`config.mk`:
```
export PLATFORM = sky130hd
export DESIGN_NAME = sprite_entry_tile_expander
export DESIGN_NICKNAME = d
export VERILOG_FILES = /design/src/hdl/ste_pkg.sv /design/src/hdl/ste_front.sv /design/src/hdl/ste_queue.sv /design/src/hdl/ste_back.sv /design/src/hdl/sprite_entry_tile_expander.sv
export SDC_FILE = /design/constraint.sdc
export NUM_CORES = 1
export LEC_CHECK = 0
export ABC_AREA = 0
export BUFFER_PORTS_ARGS = -buffer_cell sky130_fd_sc_hd__buf_2
export CAP_MARGIN = 20
export CORE_ASPECT_RATIO = 0.75
export CORE_MARGIN = 4
export CORE_UTILIZATION = 57
export DETAILED_ROUTE_END_ITERATION = 16
export PLACE_DENSITY = 0.79
export SKIP_CTS_REPAIR_TIMING = 1
export SLEW_MARGIN = 20
export SYNTH_ARGS = -nofsm -noshare
export SYNTH_HDL_FRONTEND = slang
export SYNTH_SLANG_ARGS = --single-unit
```
`constraint.sdc`:
```
create_clock -name clk -period 3.6 [get_ports clk]
set_input_delay 0.36 -clock clk [delete_from_list [all_inputs] [get_ports clk]]
set_output_delay 0.36 -clock clk [all_outputs]
set_load 0.05 [all_outputs]
```
`src/hdl/ste_pkg.sv`:
```
package ste_pkg;

    // attribute byte size codes (bits 4:2)
    localparam logic [2:0] SIZE_32X32 = 3'b100;
    localparam logic [2:0] SIZE_16X32 = 3'b010;
    localparam logic [2:0] SIZE_32X16 = 3'b001;

    // screen flip mirrors about this origin
    localparam logic [10:0] FLIP_ORIGIN = 11'd240;
    // extra offset for flipped 32x32 sprites, also one tile step
    localparam logic [10:0] TILE_STEP = 11'd16;

    // one decoded sprite entry, as queued for the back end
    typedef struct packed {
        logic [10:0]        number;
        logic [3:0]         color;
        logic               flip_x;
        logic               flip_y;
        logic signed [10:0] pos_x;
        logic signed [9:0]  pos_y;
        logic               wide;
        logic               tall;
        logic               gset;
        logic               fin;
    } entry_t;

endpackage

```
`src/hdl/ste_front.sv`:
```
module ste_front
(
    input  logic [7:0]      number_low,
    input  logic [7:0]      bank_and_color,
    input  logic [7:0]      y_byte,
    input  logic [7:0]      x_byte,
    input  logic [7:0]      attribute_byte,
    input  logic            flip_screen,
    input  logic            graphics_set,
    input  logic            final_entry,
    output ste_pkg::entry_t entry
);

    logic [10:0] number_raw;
    logic [2:0]  size_code;
    logic        big;
    logic [10:0] x_raw;
    logic [10:0] y_raw;
    logic [10:0] big_off;
    logic [10:0] x_flip;
    logic [10:0] y_flip;

    assign number_raw = {bank_and_color[2:0], number_low};
    assign size_code  = attribute_byte[4:2];
    assign big        = (size_code == ste_pkg::SIZE_32X32);
    assign x_raw      = {2'b00, attribute_byte[0], x_byte};
    assign y_raw      = {3'b000, y_byte};
    assign big_off    = big ? ste_pkg::TILE_STEP : 11'd0;
    assign x_flip     = ste_pkg::FLIP_ORIGIN - x_raw - big_off;
    assign y_flip     = ste_pkg::FLIP_ORIGIN - y_raw - big_off;

    // size decode, number alignment and screen flip
    always_comb
    begin
        entry        = '0;
        entry.color  = bank_and_color[7:4];
        entry.flip_x = attribute_byte[5] ^ flip_screen;
        entry.flip_y = attribute_byte[6] ^ flip_screen;
        entry.pos_x  = flip_screen ? x_flip : x_raw;
        entry.pos_y  = flip_screen ? y_flip[9:0] : y_raw[9:0];
        entry.gset   = graphics_set;
        entry.fin    = final_entry;
        unique case (size_code)
            ste_pkg::SIZE_32X32:
            begin
                entry.number = {number_raw[10:2], 2'b00};
                entry.wide   = 1'b1;
                entry.tall   = 1'b1;
            end
            ste_pkg::SIZE_16X32:
            begin
                entry.number = {number_raw[10:2], 1'b0, number_raw[0]};
                entry.wide   = 1'b0;
                entry.tall   = 1'b1;
            end
            ste_pkg::SIZE_32X16:
            begin
                entry.number = {number_raw[10:1], 1'b0};
                entry.wide   = 1'b1;
                entry.tall   = 1'b0;
            end
            default:
            begin
                entry.number = number_raw;
                entry.wide   = 1'b0;
                entry.tall   = 1'b0;
            end
        endcase
    end

endmodule

```
`src/hdl/ste_queue.sv`:
```
module ste_queue #(
    parameter int DEPTH = 2
)
(
    input  logic            clk,
    input  logic            rst_n,
    input  logic            push,
    input  ste_pkg::entry_t push_data,
    input  logic            pop,
    output ste_pkg::entry_t pop_data,
    output logic            full,
    output logic            empty
);

    localparam int PW = (DEPTH > 1) ? $clog2(DEPTH) : 1;
    localparam int CW = $clog2(DEPTH + 1);

    ste_pkg::entry_t slot_reg [DEPTH];
    logic [PW-1:0]   wr_ptr_reg, wr_ptr_next;
    logic [PW-1:0]   rd_ptr_reg, rd_ptr_next;
    logic [CW-1:0]   count_reg, count_next;

    assign full     = (count_reg == CW'(DEPTH));
    assign empty    = (count_reg == '0);
    assign pop_data = slot_reg[rd_ptr_reg];

    // pointer and fill count update
    always_comb
    begin
        wr_ptr_next = wr_ptr_reg;
        rd_ptr_next = rd_ptr_reg;
        count_next  = count_reg;
        if (push)
        begin
            wr_ptr_next = (wr_ptr_reg == PW'(DEPTH - 1)) ? '0 : wr_ptr_reg + 1'b1;
        end
        if (pop)
        begin
            rd_ptr_next = (rd_ptr_reg == PW'(DEPTH - 1)) ? '0 : rd_ptr_reg + 1'b1;
        end
        if (push && !pop)
        begin
            count_next = count_reg + 1'b1;
        end
        else if (pop && !push)
        begin
            count_next = count_reg - 1'b1;
        end
    end

    always_ff @(posedge clk or negedge rst_n)
    begin
        if (!rst_n)
        begin
            wr_ptr_reg <= '0;
            rd_ptr_reg <= '0;
            count_reg  <= '0;
        end
        else
        begin
            wr_ptr_reg <= wr_ptr_next;
            rd_ptr_reg <= rd_ptr_next;
            count_reg  <= count_next;
        end
    end

    // storage, no reset
    always_ff @(posedge clk)
    begin
        if (push)
        begin
            slot_reg[wr_ptr_reg] <= push_data;
        end
    end

endmodule

```
`src/hdl/ste_back.sv`:
```
module ste_back
(
    input  logic               clk,
    input  logic               rst_n,
    input  logic               q_empty,
    input  ste_pkg::entry_t    q_data,
    output logic               q_pop,
    output logic               strobe,
    output logic [10:0]        tile_code,
    output logic [3:0]         palette_color,
    output logic               mirror_x,
    output logic               mirror_y,
    output logic signed [10:0] screen_x,
    output logic signed [9:0]  screen_y,
    output logic               graphics_select,
    output logic               last_of_entry,
    output logic               list_end
);

    ste_pkg::entry_t    cur_reg, cur_next;
    logic               cur_valid_reg, cur_valid_next;
    logic               col_reg, col_next;
    logic               row_reg, row_next;
    logic               strobe_reg;
    logic [10:0]        code_reg;
    logic [3:0]         color_reg;
    logic               mx_reg, my_reg;
    logic signed [10:0] sx_reg;
    logic signed [9:0]  sy_reg;
    logic               gsel_reg, last_reg, lend_reg;

    logic               ex, ey, tile_last;
    logic [10:0]        code_calc;
    logic [10:0]        px_calc;
    logic [9:0]         py_calc;

    // tile of the current entry at (col, row)
    assign ex        = col_reg ^ (cur_reg.flip_x & cur_reg.wide);
    assign ey        = row_reg ^ (cur_reg.flip_y & cur_reg.tall);
    assign tile_last = (col_reg == cur_reg.wide) && (row_reg == cur_reg.tall);
    assign code_calc = cur_reg.number + {9'd0, ey, ex};
    assign px_calc   = cur_reg.pos_x + {6'd0, col_reg, 4'd0};
    assign py_calc   = cur_reg.pos_y + {5'd0, row_reg, 4'd0};

    // take the next entry when idle or on the last tile
    assign q_pop = !q_empty && (!cur_valid_reg || tile_last);

    always_comb
    begin
        cur_next       = cur_reg;
        cur_valid_next = cur_valid_reg;
        col_next       = col_reg;
        row_next       = row_reg;
        if (cur_valid_reg && !tile_last)
        begin
            if (col_reg != cur_reg.wide)
            begin
                col_next = 1'b1;
            end
            else
            begin
                col_next = 1'b0;
                row_next = 1'b1;
            end
        end
        else
        begin
            col_next       = 1'b0;
            row_next       = 1'b0;
            cur_valid_next = q_pop;
            if (q_pop)
            begin
                cur_next = q_data;
            end
        end
    end

    always_ff @(posedge clk or negedge rst_n)
    begin
        if (!rst_n)
        begin
            cur_valid_reg <= 1'b0;
            col_reg       <= 1'b0;
            row_reg       <= 1'b0;
            strobe_reg    <= 1'b0;
        end
        else
        begin
            cur_valid_reg <= cur_valid_next;
            col_reg       <= col_next;
            row_reg       <= row_next;
            strobe_reg    <= cur_valid_reg;
        end
    end

    // entry and result registers, no reset
    always_ff @(posedge clk)
    begin
        cur_reg <= cur_next;
        if (cur_valid_reg)
        begin
            code_reg  <= code_calc;
            color_reg <= cur_reg.color;
            mx_reg    <= cur_reg.flip_x;
            my_reg    <= cur_reg.flip_y;
            sx_reg    <= px_calc;
            sy_reg    <= py_calc;
            gsel_reg  <= cur_reg.gset;
            last_reg  <= tile_last;
            lend_reg  <= tile_last & cur_reg.fin;
        end
    end

    assign strobe          = strobe_reg;
    assign tile_code       = code_reg;
    assign palette_color   = color_reg;
    assign mirror_x        = mx_reg;
    assign mirror_y        = my_reg;
    assign screen_x        = sx_reg;
    assign screen_y        = sy_reg;
    assign graphics_select = gsel_reg;
    assign last_of_entry   = last_reg;
    assign list_end        = lend_reg;

endmodule

```
`src/hdl/sprite_entry_tile_expander.sv`:
```
// Channel   Ports                                   Transfer
// entry     number_low .. final_entry               start high, busy low
// tile      tile_code .. list_end                   strobe high, one cycle
//
// An entry gives 1, 2 or 4 tiles; the tile sequencer emits one tile per cycle
// while entries are queued, so the sustained entry rate is set by the tile count.
// The first tile passes the entry queue, the current-entry register and the output registers.
// busy rises when the entry queue (QUEUE_DEPTH entries) is full.
// rst_n clears the queue and sequencer; no clearing pass.
// Tiles cannot be held off: strobe marks each one for exactly one cycle.
module sprite_entry_tile_expander #(
    parameter int QUEUE_DEPTH = 2
)
(
    input  logic               clk,
    input  logic               rst_n,
    input  logic               start,
    output logic               busy,
    input  logic [7:0]         number_low,
    input  logic [7:0]         bank_and_color,
    input  logic [7:0]         y_byte,
    input  logic [7:0]         x_byte,
    input  logic [7:0]         attribute_byte,
    input  logic               flip_screen,
    input  logic               graphics_set,
    input  logic               final_entry,
    output logic               strobe,
    output logic [10:0]        tile_code,
    output logic [3:0]         palette_color,
    output logic               mirror_x,
    output logic               mirror_y,
    output logic signed [10:0] screen_x,
    output logic signed [9:0]  screen_y,
    output logic               graphics_select,
    output logic               last_of_entry,
    output logic               list_end
);

    ste_pkg::entry_t dec_entry;
    ste_pkg::entry_t q_data;
    logic            q_full, q_empty, q_pop, push;

    assign busy = q_full;
    assign push = start && !q_full;

    // entry decode
    ste_front u_front
    (
        .number_low     (number_low),
        .bank_and_color (bank_and_color),
        .y_byte         (y_byte),
        .x_byte         (x_byte),
        .attribute_byte (attribute_byte),
        .flip_screen    (flip_screen),
        .graphics_set   (graphics_set),
        .final_entry    (final_entry),
        .entry          (dec_entry)
    );

    // decoded entry queue
    ste_queue #(
        .DEPTH (QUEUE_DEPTH)
    ) u_queue
    (
        .clk       (clk),
        .rst_n     (rst_n),
        .push      (push),
        .push_data (dec_entry),
        .pop       (q_pop),
        .pop_data  (q_data),
        .full      (q_full),
        .empty     (q_empty)
    );

    // tile sequencer
    ste_back u_back
    (
        .clk             (clk),
        .rst_n           (rst_n),
        .q_empty         (q_empty),
        .q_data          (q_data),
        .q_pop           (q_pop),
        .strobe          (strobe),
        .tile_code       (tile_code),
        .palette_color   (palette_color),
        .mirror_x        (mirror_x),
        .mirror_y        (mirror_y),
        .screen_x        (screen_x),
        .screen_y        (screen_y),
        .graphics_select (graphics_select),
        .last_of_entry   (last_of_entry),
        .list_end        (list_end)
    );

    // tiles of one entry come out in consecutive cycles
    a_tiles_contiguous: assert property (@(posedge clk) disable iff (!rst_n)
        strobe && !last_of_entry |=> strobe)
        else $error("gap inside an entry's tile burst");

    // list end only on the last tile of an entry
    a_list_end_last: assert property (@(posedge clk) disable iff (!rst_n)
        strobe && list_end |-> last_of_entry)
        else $error("list_end without last_of_entry");

    // an empty queue is never popped
    a_no_pop_empty: assert property (@(posedge clk) disable iff (!rst_n)
        q_empty |-> !q_pop)
        else $error("pop from empty entry queue");

endmodule
```
==> impl_results.md <==
* Worst setup startpoint: u_back.col_reg$_DFF_PN0_
* Final Setup Violations at 0
* Area growth syn-to-layout at 15.73%
* Worst r2r src: u_back.col_reg$_DFF_PN0_
* Hold wc startpoint: bank_and_color[5]
* Drt via density at 5.347
* Slew @ Worst Pin at 1.013 ns
* Gr ovfl total at 0
* Min Tclk post-route at 2.403 ns
* Maxcap violations at 0
* Clock skew at 0.01454 ns
* Htree depth at 4
* Post-synth EDFFs at 167
* Std-Cell Rows at 34
* DIE WIDTH at 136.8 µm
* Max Fclk at 0.4161 GHz
* Antenna Cells at 0
* Initial core utilization at 59.76%
* Die ar. at 14310 µm²
* Pin count of the biggest net entering global routing at 44
* Worst-case clock buffer depth at 2
* Clock Tree Root: clkbuf_16
* Final Hold Slack at 0.1262 ns
* Iter 0 DRT Violations at 211
* Vias at 3684
* Synth Flop Type: edfxtp_1
* Initial antenna violation count at 0
* Worst Setup End Kind: flip-flop
* Most frequent cell on the critical path: o21ai_0
* I/O Buffers at 85
* Setup TNS at 0 ns
* Dpl cells at 656
* Clock transition at path regs at 0.06 ns
* Synth cell count leaders: 167 x edfxtp_1, 42 x mux2_2, 30 x xnor2_1
* Setup crit start kind: flip-flop
* Register Area at 5218 µm²
* Drt drc at 0
* Max_slew headroom at 32.48%
* Overall routed net length at 11470 µm
* Synth top area share at 70.70%
* Global-route wire length before repair at 18390 µm
* Post-Syn Area at 7093 µm²
* Die height at 104.6 µm
* Lkg Pwr at 3.064 nW
* Synth cell types at 49
* Routed WL per cell at 16.65 µm
* CP max stage cell: inv_2
* Leading post-synthesis cells by cell area: edfxtp_1 71%, mux2_2 6.7%, xnor2_1 3.7%
* Syn avg cell area at 16.85 µm²
* Number of synthesized register bits at 175
* Fillcell total at 758
* Post-DRT Antenna Nets at 0
* Post-synthesis async set-or-reset flop share at 4.571%
* Worst IR Drop VDD at 0.6469 mV
* Crit path required time at 3.63 ns
* GRT Util Overall at 16.77%
* Post-DP HPWL at 7445 µm
* Layout Nets at 574
* Fin. Hold Viols at 0
* Number of global-route vias before repair at 3813
* Outcome: completed
* Sequential-to-total area share from yosys stat at 73.52%
* Clk Latency, worst-skew pair at 0.42 ns
* Largest register FFs at 84
* Critical-path maximum fanout at 42
* PD cells at 984.8 nW/µm²
* Mapped Cells at 421
* Worst min path class: primary input to flip-flop
* Final Power at 8.085 mW
* CP arrival at 2.43 ns
* RSZ-0062 raised after global routing: no
* Fin cells at 689
* TritonCTS clock tree: built
* Cell family with most CP delay: buffers and inverters
* Max-slew violations at 0
* Crit-path max cell delay at 0.76 ns
* Multi-input gate area at 1729 µm²
* Mapped Nets at 481
* Layout cell share with drive strength beyond 1 at 32.07%
* Gpl congestion at 0.9258
* Crit path kind: flip-flop to flip-flop
* Number of buffers and inverters on the critical path at 1
* I/O pins at 89
* Ys Warns at 0
* Fin crit share at 66.75%
* Clock Sinks at 175
* Cell Chain, Critical Path: xor2_1 > o21ai_0 > o21ai_0 > inv_2
* Core ar. at 11870 µm²
* Most frequent cell after synthesis: edfxtp_1
* DRT Pass-1 Iters at 4
* TritonCTS buffer count at 17
* Cell taking the most area after synthesis: edfxtp_1
## routing by layer
metal | up-vias | global-route usage (%) | routed length [µm]
met1 | 1800 | 20.44 | 4860
li1 | 1767 | - | -
met3 | 19 | 4.419 | 514
met2 | 98 | 28.55 | 5903
met5 | - | 0 | 0
met4 | 0 | 6.766 | 193
## final timing paths
path / end / slack, ns / depth (start not counted)
max: u_back.cur_reg[18]$_DFFE_PP_ / 1.20 / 4
min: u_queue.slot_reg[1][28]$_DFFE_PP_ / 0.13 / 1
max reg2reg: u_back.cur_reg[18]$_DFFE_PP_ / 1.20 / 4
min reg2reg: u_back.screen_y[2]$_DFFE_PP_ / 0.42 / 0
max in group asynchronous: u_back.cur_valid_reg$_DFFE_PN0N_ / 3.08 / 2
min in group asynchronous: u_queue.count_reg[1]$_DFFE_PN0P_ / 0.32 / 2
## power by group
group	internal (mW)	switching [mW]	leakage [nW]
logic	0.746	1.84	1.11
clock network	0.949	0.735	0.259
registers	3.43	0.388	1.69
total	5.12	2.96	3.06
## placed cells by master, fill, tap and decap left out, types with 2 or more instances in the layout
cell type,count
dfrtp_1,6
and3_1,5
buf_4,2
mux2i_1,3
clkinvlp_4,4
clkinv_4,3
o21ai_0,7
nor3b_1,5
dfrtp_2,2
nand3_1,15
ha_1,13
nor2_1,12
xnor2_1,30
mux2_2,42
o31ai_1,2
clkinv_2,3
nor2b_1,3
o21ai_1,2
buf_2,85
and2_1,2
edfxtp_1,167
inv_1,15
nor3_1,2
nand2b_1,3
xor2_1,16
nand2_1,21
clkinv_1,2
a21oi_1,8
clkbuf_16,17
o311a_1,2
## cells by family after synthesis
group	count (synthesis)	share of synthesized area, %
fa+ha+maj	14	2.575
buf+inv	30	2.276
compound gates	33	3.193
simple gates	78	5.663
mux	45	7.091
xor+xnor	46	5.680
flops	175	73.52
## metrics by stage
stage | setup WS, ns | util, % | instance area, µm²
finish | 1.197 | 69.17 | 8209
global route | 1.051 | 69.17 | 8209
CTS | 1.187 | 69.05 | 8195
detailed placement | 0.9754 | 64.42 | 7646
global placement | 1.142 | 64.42 | 7646
floorplan | 0.7468 | - | 7093
## area by class of cell
cell class / count / area share, %
inverters: 16 / 0.7316
multi-input cells: 216 / 21.06
clock buffers: 18 / 5.228
clock inverters: 14 / 1.463
flip-flops and latches: 175 / 63.56
repair buffers: 88 / 5.487
well taps: 162 / 2.469
(Power assumes the default switching activity.)
